**src/rtl/prpc_pkg.sv**
```systemverilog
// Package: shared types, op codes and the pixel operation functions of the raster op combiner.
`timescale 1ns / 1ps

package prpc_pkg;

	localparam int unsigned BYTE_W  = 8;
	localparam int unsigned UOP_W   = 5;
	localparam int unsigned BOP_W   = 3;
	localparam int unsigned MODE_W  = 2;
	localparam int unsigned CIDX_W  = 3;
	localparam int unsigned CDATA_W = 5;

	// pixel depth codes
	localparam logic [MODE_W-1:0] MODE_1BPP = 2'd0;
	localparam logic [MODE_W-1:0] MODE_2BPP = 2'd1;
	localparam logic [MODE_W-1:0] MODE_4BPP = 2'd2;

	// binary op codes
	localparam logic [BOP_W-1:0] BOP_AND    = 3'd0;
	localparam logic [BOP_W-1:0] BOP_OR     = 3'd1;
	localparam logic [BOP_W-1:0] BOP_XOR    = 3'd2;
	localparam logic [BOP_W-1:0] BOP_FIRST  = 3'd3;
	localparam logic [BOP_W-1:0] BOP_SECOND = 3'd4;
	localparam logic [BOP_W-1:0] BOP_PMASK  = 3'd5;

	// unary codes above the colour range, as offsets from the colour count
	localparam logic [UOP_W-1:0] UOP_COPY   = 5'd0;
	localparam logic [UOP_W-1:0] UOP_NOT    = 5'd1;
	localparam logic [UOP_W-1:0] UOP_ZERO   = 5'd2;
	localparam logic [UOP_W-1:0] UOP_THRESH = 5'd3;

	// configuration register indexes
	localparam logic [CIDX_W-1:0] REG_PIXEL_MODE  = 3'd0;
	localparam logic [CIDX_W-1:0] REG_SOURCE_UOP  = 3'd1;
	localparam logic [CIDX_W-1:0] REG_MASK_UOP    = 3'd2;
	localparam logic [CIDX_W-1:0] REG_FIRST_BOP   = 3'd3;
	localparam logic [CIDX_W-1:0] REG_MIDDLE_UOP  = 3'd4;
	localparam logic [CIDX_W-1:0] REG_DEST_UOP    = 3'd5;
	localparam logic [CIDX_W-1:0] REG_SECOND_BOP  = 3'd6;
	localparam logic [CIDX_W-1:0] REG_FINAL_UOP   = 3'd7;

	localparam logic [UOP_W-1:0] UOP_RESET = 5'd2;
	localparam logic [BOP_W-1:0] BOP_RESET = 3'd3;

	typedef struct packed {
		logic [MODE_W-1:0] pixel_mode;
		logic [UOP_W-1:0]  source_uop;
		logic [UOP_W-1:0]  mask_uop;
		logic [BOP_W-1:0]  first_bop;
		logic [UOP_W-1:0]  middle_uop;
		logic [UOP_W-1:0]  dest_uop;
		logic [BOP_W-1:0]  second_bop;
		logic [UOP_W-1:0]  final_uop;
	} cfg_t;

	// controls of one combine stage
	typedef struct packed {
		logic [MODE_W-1:0] pixel_mode;
		logic [BOP_W-1:0]  bop;
		logic [UOP_W-1:0]  uop;
	} stage_ctl_t;

	// set every bit of a pixel group when any bit of it is set
	function automatic logic [BYTE_W-1:0] group_fill(input logic [BYTE_W-1:0] v,
			input logic [MODE_W-1:0] mode);
		logic [BYTE_W-1:0] r;
		r = '0;
		unique case (mode)
			MODE_1BPP: r = v;
			MODE_2BPP: begin
				if ((v & 8'h11) != 8'h00) r = r | 8'h11;
				if ((v & 8'h22) != 8'h00) r = r | 8'h22;
				if ((v & 8'h44) != 8'h00) r = r | 8'h44;
				if ((v & 8'h88) != 8'h00) r = r | 8'h88;
			end
			default: begin
				if ((v & 8'haa) != 8'h00) r = r | 8'haa;
				if ((v & 8'h55) != 8'h00) r = r | 8'h55;
			end
		endcase
		return r;
	endfunction

	function automatic logic [BYTE_W-1:0] colour_fill(input logic [3:0] c,
			input logic [MODE_W-1:0] mode);
		logic [BYTE_W-1:0] r;
		unique case (mode)
			MODE_1BPP: r = {BYTE_W{c[0]}};
			MODE_2BPP: r = {{4{c[1]}}, {4{c[0]}}};
			default:   r = {{2{c[0]}}, {2{c[2]}}, {2{c[1]}}, {2{c[3]}}};
		endcase
		return r;
	endfunction

	function automatic logic [BYTE_W-1:0] unary_op(input logic [UOP_W-1:0] op,
			input logic [BYTE_W-1:0] a, input logic [MODE_W-1:0] mode);
		logic [UOP_W-1:0]  p;
		logic [BYTE_W-1:0] r;
		unique case (mode)
			MODE_1BPP: p = 5'd2;
			MODE_2BPP: p = 5'd4;
			default:   p = 5'd16;
		endcase
		priority if (op < p)                r = colour_fill(op[3:0], mode);
		else if (op == p + UOP_COPY)        r = a;
		else if (op == p + UOP_NOT)         r = ~a;
		else if (op == p + UOP_ZERO)        r = '0;
		else if (op == p + UOP_THRESH)      r = group_fill(a, mode);
		else                                r = '0;
		return r;
	endfunction

	function automatic logic [BYTE_W-1:0] binary_op(input logic [BOP_W-1:0] op,
			input logic [BYTE_W-1:0] a, input logic [BYTE_W-1:0] b,
			input logic [MODE_W-1:0] mode);
		logic [BYTE_W-1:0] r;
		unique case (op)
			BOP_AND:    r = a & b;
			BOP_OR:     r = a | b;
			BOP_XOR:    r = a ^ b;
			BOP_FIRST:  r = a;
			BOP_SECOND: r = b;
			BOP_PMASK:  r = a & group_fill(b, mode);
			default:    r = '0;
		endcase
		return r;
	endfunction

endpackage

```
**src/rtl/prpc_cfg_regs.sv**
```systemverilog
// Configuration registers of the raster op combiner.
`timescale 1ns / 1ps

module prpc_cfg_regs (
	input  logic                          clk,
	input  logic                          arst_n,
	input  logic                          cfg_we,
	input  logic [prpc_pkg::CIDX_W-1:0]   cfg_index,
	input  logic [prpc_pkg::CDATA_W-1:0]  cfg_data,
	output prpc_pkg::cfg_t                cfg
);
	import prpc_pkg::*;

	cfg_t cfg_q;

	always_ff @(posedge clk or negedge arst_n) begin
		if (!arst_n) begin
			cfg_q.pixel_mode <= MODE_1BPP;
			cfg_q.source_uop <= UOP_RESET;
			cfg_q.mask_uop   <= UOP_RESET;
			cfg_q.first_bop  <= BOP_RESET;
			cfg_q.middle_uop <= UOP_RESET;
			cfg_q.dest_uop   <= UOP_RESET;
			cfg_q.second_bop <= BOP_RESET;
			cfg_q.final_uop  <= UOP_RESET;
		end else if (cfg_we) begin
			unique case (cfg_index)
				REG_PIXEL_MODE: cfg_q.pixel_mode <= cfg_data[MODE_W-1:0];
				REG_SOURCE_UOP: cfg_q.source_uop <= cfg_data[UOP_W-1:0];
				REG_MASK_UOP:   cfg_q.mask_uop   <= cfg_data[UOP_W-1:0];
				REG_FIRST_BOP:  cfg_q.first_bop  <= cfg_data[BOP_W-1:0];
				REG_MIDDLE_UOP: cfg_q.middle_uop <= cfg_data[UOP_W-1:0];
				REG_DEST_UOP:   cfg_q.dest_uop   <= cfg_data[UOP_W-1:0];
				REG_SECOND_BOP: cfg_q.second_bop <= cfg_data[BOP_W-1:0];
				REG_FINAL_UOP:  cfg_q.final_uop  <= cfg_data[UOP_W-1:0];
				default: ;
			endcase
		end
	end

	assign cfg = cfg_q;

endmodule

```
**src/rtl/prpc_front.sv**
```systemverilog
// First pipeline stage: unary ops on the source, mask and destination words.
`timescale 1ns / 1ps

module prpc_front (
	input  logic                         clk,
	input  logic                         arst_n,
	input  logic                         in_valid,
	input  logic [prpc_pkg::BYTE_W-1:0]  src,
	input  logic [prpc_pkg::BYTE_W-1:0]  msk,
	input  logic [prpc_pkg::BYTE_W-1:0]  dst,
	input  prpc_pkg::cfg_t               cfg,
	output logic                         out_valid,
	output logic [prpc_pkg::BYTE_W-1:0]  s_out,
	output logic [prpc_pkg::BYTE_W-1:0]  m_out,
	output logic [prpc_pkg::BYTE_W-1:0]  d_out
);
	import prpc_pkg::*;

	logic              v_s1;
	logic [BYTE_W-1:0] s_s1;
	logic [BYTE_W-1:0] m_s1;
	logic [BYTE_W-1:0] d_s1;

	always_ff @(posedge clk or negedge arst_n) begin
		if (!arst_n) begin
			v_s1 <= 1'b0;
		end else begin
			v_s1 <= in_valid;
		end
	end

	always_ff @(posedge clk) begin
		if (in_valid) begin
			s_s1 <= unary_op(cfg.source_uop, src, cfg.pixel_mode);
			m_s1 <= unary_op(cfg.mask_uop, msk, cfg.pixel_mode);
			d_s1 <= unary_op(cfg.dest_uop, dst, cfg.pixel_mode);
		end
	end

	assign out_valid = v_s1;
	assign s_out     = s_s1;
	assign m_out     = m_s1;
	assign d_out     = d_s1;

endmodule

```
**src/rtl/prpc_combine.sv**
```systemverilog
// Combine stage: one binary op followed by one unary op, registered.
`timescale 1ns / 1ps

module prpc_combine (
	input  logic                         clk,
	input  logic                         arst_n,
	input  logic                         in_valid,
	input  logic [prpc_pkg::BYTE_W-1:0]  a,
	input  logic [prpc_pkg::BYTE_W-1:0]  b,
	input  prpc_pkg::stage_ctl_t         ctl,
	output logic                         out_valid,
	output logic [prpc_pkg::BYTE_W-1:0]  y
);
	import prpc_pkg::*;

	logic              v_q;
	logic [BYTE_W-1:0] y_q;
	logic [BYTE_W-1:0] comb;

	assign comb = binary_op(ctl.bop, a, b, ctl.pixel_mode);

	always_ff @(posedge clk or negedge arst_n) begin
		if (!arst_n) begin
			v_q <= 1'b0;
		end else begin
			v_q <= in_valid;
		end
	end

	always_ff @(posedge clk) begin
		if (in_valid) begin
			y_q <= unary_op(ctl.uop, comb, ctl.pixel_mode);
		end
	end

	assign out_valid = v_q;
	assign y         = y_q;

endmodule

```
**src/rtl/packed_pixel_raster_op_combiner_top.sv**
```systemverilog
// Top level of the packed pixel raster op combiner.
`timescale 1ns / 1ps

// Takes one source, mask and destination word per cycle whenever start is high
// (busy stays low, so every start is taken) and returns the combined word on
// result_byte after the three register stages, with done high for one cycle
// with it. The stages are: unary ops on the inputs, the first combine with the
// middle unary, then the second combine with the final unary. Configuration
// writes take effect on the next clock; the user must make them while no word
// is in flight, as the block itself does not enforce this.
module packed_pixel_raster_op_combiner_top (
	input  logic                          clk,
	input  logic                          arst_n,
	input  logic                          cfg_we,
	input  logic [prpc_pkg::CIDX_W-1:0]   cfg_index,
	input  logic [prpc_pkg::CDATA_W-1:0]  cfg_data,
	input  logic                          start,
	output logic                          busy,
	input  logic [prpc_pkg::BYTE_W-1:0]   source_byte,
	input  logic [prpc_pkg::BYTE_W-1:0]   mask_byte,
	input  logic [prpc_pkg::BYTE_W-1:0]   dest_byte,
	output logic                          done,
	output logic [prpc_pkg::BYTE_W-1:0]   result_byte
);
	import prpc_pkg::*;

	cfg_t              cfg;
	stage_ctl_t        ctl_first;
	stage_ctl_t        ctl_second;
	logic              accept;
	logic              v_s1;
	logic [BYTE_W-1:0] s_s1;
	logic [BYTE_W-1:0] m_s1;
	logic [BYTE_W-1:0] d_s1;
	logic              v_s2;
	logic [BYTE_W-1:0] i_s2;
	logic [BYTE_W-1:0] d_s2;

	assign busy   = 1'b0;
	assign accept = start & ~busy;

	prpc_cfg_regs u_cfg (
		.clk       (clk),
		.arst_n    (arst_n),
		.cfg_we    (cfg_we),
		.cfg_index (cfg_index),
		.cfg_data  (cfg_data),
		.cfg       (cfg)
	);

	prpc_front u_front (
		.clk       (clk),
		.arst_n    (arst_n),
		.in_valid  (accept),
		.src       (source_byte),
		.msk       (mask_byte),
		.dst       (dest_byte),
		.cfg       (cfg),
		.out_valid (v_s1),
		.s_out     (s_s1),
		.m_out     (m_s1),
		.d_out     (d_s1)
	);

	assign ctl_first.pixel_mode  = cfg.pixel_mode;
	assign ctl_first.bop         = cfg.first_bop;
	assign ctl_first.uop         = cfg.middle_uop;
	assign ctl_second.pixel_mode = cfg.pixel_mode;
	assign ctl_second.bop        = cfg.second_bop;
	assign ctl_second.uop        = cfg.final_uop;

	prpc_combine u_first (
		.clk       (clk),
		.arst_n    (arst_n),
		.in_valid  (v_s1),
		.a         (s_s1),
		.b         (m_s1),
		.ctl       (ctl_first),
		.out_valid (v_s2),
		.y         (i_s2)
	);

	// carry the processed destination word alongside the first combine
	always_ff @(posedge clk) begin
		if (v_s1) begin
			d_s2 <= d_s1;
		end
	end

	prpc_combine u_second (
		.clk       (clk),
		.arst_n    (arst_n),
		.in_valid  (v_s2),
		.a         (i_s2),
		.b         (d_s2),
		.ctl       (ctl_second),
		.out_valid (done),
		.y         (result_byte)
	);

`ifndef SYNTHESIS
	a_start_gives_done: assert property (@(posedge clk) disable iff (!arst_n)
		accept |-> ##3 done)
		else $error("accepted word did not complete after three cycles");

	a_done_has_start: assert property (@(posedge clk) disable iff (!arst_n)
		done |-> $past(accept, 3))
		else $error("done without a word accepted three cycles before");

	a_s2_follows_s1: assert property (@(posedge clk) disable iff (!arst_n)
		v_s2 |-> $past(v_s1))
		else $error("second stage valid without first stage valid");
`endif

endmodule

```
**config.mk**
```make
export PLATFORM = sky130hd
export DESIGN_NAME = packed_pixel_raster_op_combiner_top
export DESIGN_NICKNAME = d
export VERILOG_FILES = /design/src/rtl/prpc_pkg.sv /design/src/rtl/prpc_cfg_regs.sv /design/src/rtl/prpc_front.sv /design/src/rtl/prpc_combine.sv /design/src/rtl/packed_pixel_raster_op_combiner_top.sv
export SDC_FILE = /design/constraint.sdc
export NUM_CORES = 1
export LEC_CHECK = 0
export ABC_AREA = 1
export BUFFER_PORTS_ARGS = -buffer_cell sky130_fd_sc_hd__buf_2
export CAP_MARGIN = 20
export CORE_MARGIN = 10
export CORE_UTILIZATION = 30
export DETAILED_ROUTE_END_ITERATION = 12
export PLACE_DENSITY = 0.43
export SLEW_MARGIN = 20
export SYNTH_ARGS = -nofsm -noshare
export SYNTH_HDL_FRONTEND = slang
export SYNTH_SLANG_ARGS = --single-unit
export TNS_END_PERCENT = 50
```
**constraint.sdc**
```tcl
create_clock -name clk -period 4.02 [get_ports clk]
set_input_delay 0.201 -clock clk [delete_from_list [all_inputs] [get_ports clk]]
set_output_delay 0.201 -clock clk [all_outputs]
set_load 0.02 [all_outputs]
```
==> results of run 1 <==
routing by layer:
metal | global-route usage (%) | part of all wire, %
met1 | 22.37 | 53
met2 | 22.08 | 42
met3 | 1.960 | 3.8
met4 | 3.563 | 1.2
met5 | 0 | 0
worst max-delay path, cell delays in order (launching register included):
cell     delay (ps)
dfrtp_1         430
nor2_4          290
inv_1           100
ha_1            220
inv_2           230
buf_12          280
ha_1            300
nand4_1         230
a21oi_1         120
o21ai_0         120
nand2_1          60
o21ai_0         280
nand2_1         150
power by group through the flow:
stage	sequential (µW)	clock (µW)	combinational (µW)
floorplan	1320	0	1520
global placement	1360	0	2130
detailed placement	1350	0	2120
CTS	1340	838	2130
global route	1360	880	2450
finish	1330	815	2120
state kept, by name, indices dropped and copies added, names as in the netlist, 8 cells and up:
signal and flops:
u_cfg.cfg 33, u_front.s_out 8, u_first.y 8, u_front.d_out 8
d_s2 8, u_front.m_out 8, u_second.y 8
cells in the mapped netlist, types with 4 or more instances:
| master | number | area [µm²] |
|---|---|---|
| a21oi_1 | 32 | 160.2 |
| a21oi_2 | 4 | 35.03 |
| buf_2 | 9 | 45.04 |
| clkbuf_1 | 12 | 45.04 |
| dfrtp_1 | 27 | 675.7 |
| dfstp_2 | 9 | 236.5 |
| edfxtp_1 | 48 | 1441 |
| ha_1 | 34 | 425.4 |
| inv_1 | 154 | 578.1 |
| inv_2 | 9 | 33.78 |
| nand2_1 | 362 | 1359 |
| nand2_2 | 16 | 100.1 |
| nand3_1 | 70 | 350.3 |
| nand4_1 | 8 | 50.05 |
| nor2_1 | 59 | 221.5 |
| nor2_2 | 6 | 37.54 |
| nor3_1 | 13 | 65.06 |
| nor4_1 | 8 | 50.05 |
| o21ai_0 | 153 | 765.7 |
| o21ai_1 | 5 | 25.02 |
| o221ai_1 | 6 | 52.55 |
| o22ai_1 | 17 | 106.4 |
| xor2_1 | 7 | 61.31 |
metrics by stage:
stage | instances | area [µm²] | utilization, % | setup WS, ps | power [µW]
after CTS | 1454 | 7985 | 34.12 | 852.4 | 4303
after detailed placement | 1437 | 7689 | 32.85 | 886.9 | 3471
after floorplan | 1088 | 7098 | - | 342.6 | 2837
after global routing | 1454 | 7991 | 34.15 | 626.2 | 4694
final | 1454 | 7991 | 34.15 | 887.2 | 4268
after global placement | 1437 | 7689 | 32.85 | 953.3 | 3486
cell families (layout without fill, tap and decap cells):
logic type | Yosys count | in the layout | share of synthesized area [%]
other cells | 1 | 1 | 0.05283
fa+ha+maj | 34 | 34 | 5.993
flops | 84 | 84 | 33.16
simple gates | 547 | 547 | 32.13
compound gates | 226 | 226 | 17.36
xor+xnor | 7 | 7 | 0.8638
buf+inv | 189 | 236 | 10.44
cell type report:
cell class | instances | share of cell area (%)
sequential | 84 | 29.45
clock buffer | 10 | 2.990
inverter | 164 | 7.719
clock inverter | 6 | 0.5950
multi-input combinational | 815 | 50.18
tap | 319 | 4.995
timing repair buffer | 56 | 4.071
how the worst max path moves through the flow:
stage                              from          endpoint  depth (start not counted)
after global routing      u_cfg.cfg[32]  u_front.s_out[3]                         12
after global placement    u_cfg.cfg[32]  u_front.d_out[4]                         11
after CTS                 u_cfg.cfg[32]  u_front.d_out[4]                         11
final                     u_cfg.cfg[32]  u_front.s_out[3]                         12
after floorplan           u_cfg.cfg[32]     u_second.y[5]                         19
after detailed placement  u_cfg.cfg[32]  u_front.d_out[4]                         11
==> impl_metrics.csv, run 1 <==
group,metric,value,unit
sta,relSlewSlack,41.87,%
die,coreArea,23400,µm²
hold_path,hold_end,"u_cfg.cfg[1]",
yosys,synth_fp_nets,1158,
routing,post_drt_wl_per_cell,15.56,µm
power,sequentialPowerShare,31.3,%
place,globalplace.congestion,0.8169,
hold_path,worstHoldStart,"cfg_data[1]",
clocking,cts_hold_buf,1,
die,die_x,173.8,µm
routing,drc,0,
power,swShare,46.46,%
yosys,yosysSeqAreaShare,33.16,%
worst_setup_path,cp-end-kind,"flip-flop",
clocking,clkTransAtPathRegs,70,ps
worst_setup_path,cp_data_arrival_time,3200,ps
power,leakagePower,0.004155,µW
routing,drtAntennaViolNets,0,
cells_and_area,fin_nets,1200,
routing,drtPass1Iterations,5,
sta,slew_viol_final,0,
power,intPower,2285,µW
clocking,cts_tree,"done",
worst_setup_path,crit-reg2reg-launch,"u_cfg.cfg[32]",
hold_path,min_path_type,"in2reg",
yosys,synth-seq-cells,84,
place,portBuffers,44,
clocking,clockRootBuffer,"clkbuf_16",
worst_setup_path,critPathKind,"reg2reg",
cells_and_area,nFillCells,2637,
die,start_util,30.33,%
global_routing,antenna_found_initial,0,
worst_setup_path,reg2reg_slack,890,ps
routing,vias,7060,
run,maxCapViolCount,0,
worst_setup_path,startpoint_type,"flip-flop",
yosys,synth_edf_count,48,
yosys,syn_area_per_cell,6.524,µm²
worst_setup_path,timing.rr.end,"u_front.s_out[3]",
cells_and_area,multi_input_area,4010,µm²
sta,hold_viol,0,
sta,final-setup-viol-count,0,
clocking,clk_latency,350,ps
cells_and_area,layout_commonest_cell,"nand2_1",
sta,finalCriticalPeriod,3133,ps
power,combPwrFrac,49.6,%
power,pwr-share-clk,19.1,%
die,die-area,30210,µm²
yosys,yosys_warnings,0,
die,fp.dieH,173.8,µm
power,ir_drop,0.2662,mV
global_routing,grt_first_pass_wirelength,36780,µm
cells_and_area,diodes,0,
worst_setup_path,required,4090,ps
routing,drt-initial-drc-count,450,
sta,whs,68.77,ps
yosys,synth_cells,1088,
clocking,cts_resized,0,
sta,fmax,319.2,MHz
hold_path,hold_depth,3,
cells_and_area,final_cell_mix,"nand2_1 (362), inv_1 (153), o21ai_0 (153)",
clocking,cts_max_level,3,
routing,drt_wl_total,22620,µm
sta,skew,14.76,ps
global_routing,overflow,0,
power,powerDensity,534.1,nW/µm²
power,netSwitchingPower,1983,µW
outcome,status,"finished, final reports clean",
yosys,ys_types,36,
global_routing,first_global_vias,6580,
routing,vias_per_cell,4.856,
worst_setup_path,crit_fanout,43,
clocking,cts_buffer_depth,2,
yosys,synthFlopType,"edfxtp_1",
yosys,netlist_area,7098,µm²
die,io_pins,46,
clocking,postCtsSetupBuffers,0,
global_routing,grt_usage,14.97,%
place,dp_hpwl,17290,µm
sta,worst_pin_slew,865.4,ps
cells_and_area,seqCellArea,2354,µm²
cells_and_area,final_layout_size_suffix_gt1_share,11.19,%
sta,setup-tns-final,0,ps
yosys,async_reset_ff_share,42.86,%
sta,period_share,77.93,%
clocking,cts_inserted_buffers,9,
die,rows,56,
worst_setup_path,r2r_cells,12,
cells_and_area,syn_to_final_growth,12.59,%
sta,rsz0062_at_grt,"no",
clocking,clock-sinks,84,
global_routing,grt_max_degree,48,
(Power assumes the default switching activity.)
==> inputs of run 2 (changes only) <==
--- a/config.mk
+++ b/config.mk
@@ -11,7 +11,7 @@
 export CORE_MARGIN = 10
 export CORE_UTILIZATION = 30
 export DETAILED_ROUTE_END_ITERATION = 12
-export PLACE_DENSITY = 0.43
+export PLACE_DENSITY = 0.45
 export SLEW_MARGIN = 20
 export SYNTH_ARGS = -nofsm -noshare
 export SYNTH_HDL_FRONTEND = slang
==> constraint.sdc (replaced) <==
create_clock -name clk -period 2.66 [get_ports clk]
set_input_delay 0.133 -clock clk [delete_from_list [all_inputs] [get_ports clk]]
set_output_delay 0.133 -clock clk [all_outputs]
set_load 0.02 [all_outputs]
==> run 2 against run 1 <==
  * Final cell count up 3.2%
  * Largest cell class unchanged
  * Non-clock buffer count grew 46
  * Flip-flop and latch count unchanged
  * Critical endpoint is now u_second.y[7]
==> impl_metrics.csv, run 2 (synthesized netlist as in run 1, its figures left out) <==
group,metric,value,unit
outcome,status,"finished, final reports clean",
sta,slew_viol_final,0,
worst_setup_path,critPathKind,"reg2reg",
sta,final-setup-viol-count,0,
clocking,cts_tree,"done",
clocking,clkTransAtPathRegs,70,ps
cells_and_area,final_layout_size_suffix_gt1_share,18.88,%
die,start_util,30.33,%
routing,drt_wl_total,22310,µm
sta,rsz0062_at_grt,"yes",
run,maxCapViolCount,0,
cells_and_area,fin_nets,1246,
worst_setup_path,startpoint_type,"flip-flop",
routing,drtAntennaViolNets,0,
clocking,cts_inserted_buffers,9,
die,io_pins,46,
cells_and_area,nFillCells,2593,
die,fp.dieH,173.8,µm
routing,drtPass1Iterations,5,
worst_setup_path,required,2770,ps
sta,hold_viol,0,
clocking,cts_max_level,3,
power,total_power,7084,µW
cells_and_area,final_cell_mix,"nand2_1 (354), o21ai_0 (147), inv_1 (144)",
routing,drt-initial-drc-count,388,
routing,drc,0,
routing,vias_per_cell,4.761,
global_routing,grt_first_pass_wirelength,36070,µm
clocking,clk_latency,350,ps
clocking,cts_buffer_depth,2,
cells_and_area,layout_commonest_cell,"nand2_1",
die,rows,56,
power,powerDensity,818.3,nW/µm²
place,pre_cts_ws,47.37,ps
place,portBuffers,44,
place,globalplace.congestion,0.8242,
sta,skew,14.03,ps
global_routing,first_global_vias,6993,
worst_setup_path,crit_fanout,14,
die,coreArea,23400,µm²
global_routing,grt_max_degree,39,
cells_and_area,diodes,0,
sta,finalCriticalPeriod,2498,ps
place,dp.cells,1473,
power,ir_drop,0.3739,mV
sta,period_share,93.91,%
power,leakagePower,0.004419,µW
die,die_x,173.8,µm
clocking,clock-sinks,84,
cells_and_area,largest_reg_flops,33,
sta,relSlewSlack,43.85,%
sta,setup-tns-final,0,ps
cells_and_area,fin_cells,1500,
clocking,clockRootBuffer,"clkbuf_16",
sta,layout_setup_ws,162.0,ps
worst_setup_path,crit-reg2reg-launch,"u_cfg.cfg[31]",
place,dp_hpwl,17420,µm
global_routing,antenna_found_initial,0,
worst_setup_path,cp_data_arrival_time,2610,ps
sta,fmax,400.3,MHz
global_routing,overflow,0,
hold_path,min_path_type,"in2reg",
worst_setup_path,cp-end-kind,"flip-flop",
worst_setup_path,timing.critical_path.from,"u_cfg.cfg[31]",
die,die-area,30210,µm²
cells_and_area,syn_to_final_growth,21.96,%
routing,vias,7142,
hold_path,worstHoldStart,"cfg_data[2]",
sta,worst_pin_slew,835.7,ps
routing,post_drt_wl_per_cell,14.87,µm
global_routing,grt_usage,14.55,%
-- run 2: cell count changes in the layout (fill, tap and decap cells not counted), moves of 4 or more --
cell	previous run	this run
nand2_1	362	354
inv_1	153	144
a21oi_2	4	15
a21oi_1	32	20
inv_2	10	15
o21ai_0	153	147
buf_4	10	52
nor4_1	7	3
inv_6	1	5
nor4_4	0	5
nand2_2	16	24
-- run 2: worst paths after layout --
check	depth (start not counted)	endpoint	slack, ps
min in group asynchronous	2	u_second.out_valid	440
max in group asynchronous	2	u_front.out_valid	1690
min	3	u_cfg.cfg[2]	20
max	15	u_second.y[7]	160
min reg2reg	0	d_s2[1]	420
max reg2reg	15	u_second.y[7]	160
-- run 2: layer usage --
metal	GRT usage, %	vias up	share of wire (%)
li1	-	3747	-
met1	18.71	3285	48
met2	25.17	96	49
met3	1.939	14	2.6
met4	3.456	0	1.3
met5	0	-	0
-- run 2: report_power, final --
group	switching, µW	leakage (µW)	internal (µW)
Combinational	2380	0.00335	1410
Sequential	264	0.000919	1770
Clock	552	0.000151	705
-- run 2: critical path, cell delays in order (launching register included) --
cell,delay [ps]
dfrtp_1,430
inv_2,100
nor2_4,60
inv_6,60
ha_4,170
inv_6,50
buf_12,140
buf_4,150
ha_4,290
inv_4,50
nor4_4,290
inv_4,130
o21ai_1,160
inv_1,70
nand2_1,70
nand2_1,40
-- run 2: metrics by stage --
stage	hold slack [ps]	cell area (µm²)	util, %
after floorplan	-162.6	7301	-
after global placement	282.2	8120	34.70
after detailed placement	271.9	8120	34.70
after CTS	13.84	8429	36.02
after global routing	27.80	8657	36.99
final	22.37	8657	36.99
-- run 2: layout make-up --
| cell class | count | area, µm² | area share, % |
|---|---|---|---|
| repair buffers | 102 | 720.7 | 8.325 |
| flip-flops and latches | 84 | 2354 | 27.19 |
| clock buffers | 10 | 250.2 | 2.891 |
| well taps | 319 | 399.1 | 4.610 |
| inverters | 164 | 631.9 | 7.299 |
| clock inverters | 6 | 48.80 | 0.5637 |
| multi-input cells | 815 | 4253 | 49.13 |
-- run 2: timing repair --
item | in CTS | in global routing
endpoints found under the hold margin | 27 | 0
endpoints found under the setup margin | 0 | 36
resized for setup | 0 | 43
buffers inserted | 0 | 10
hold buffers | 1 | 0
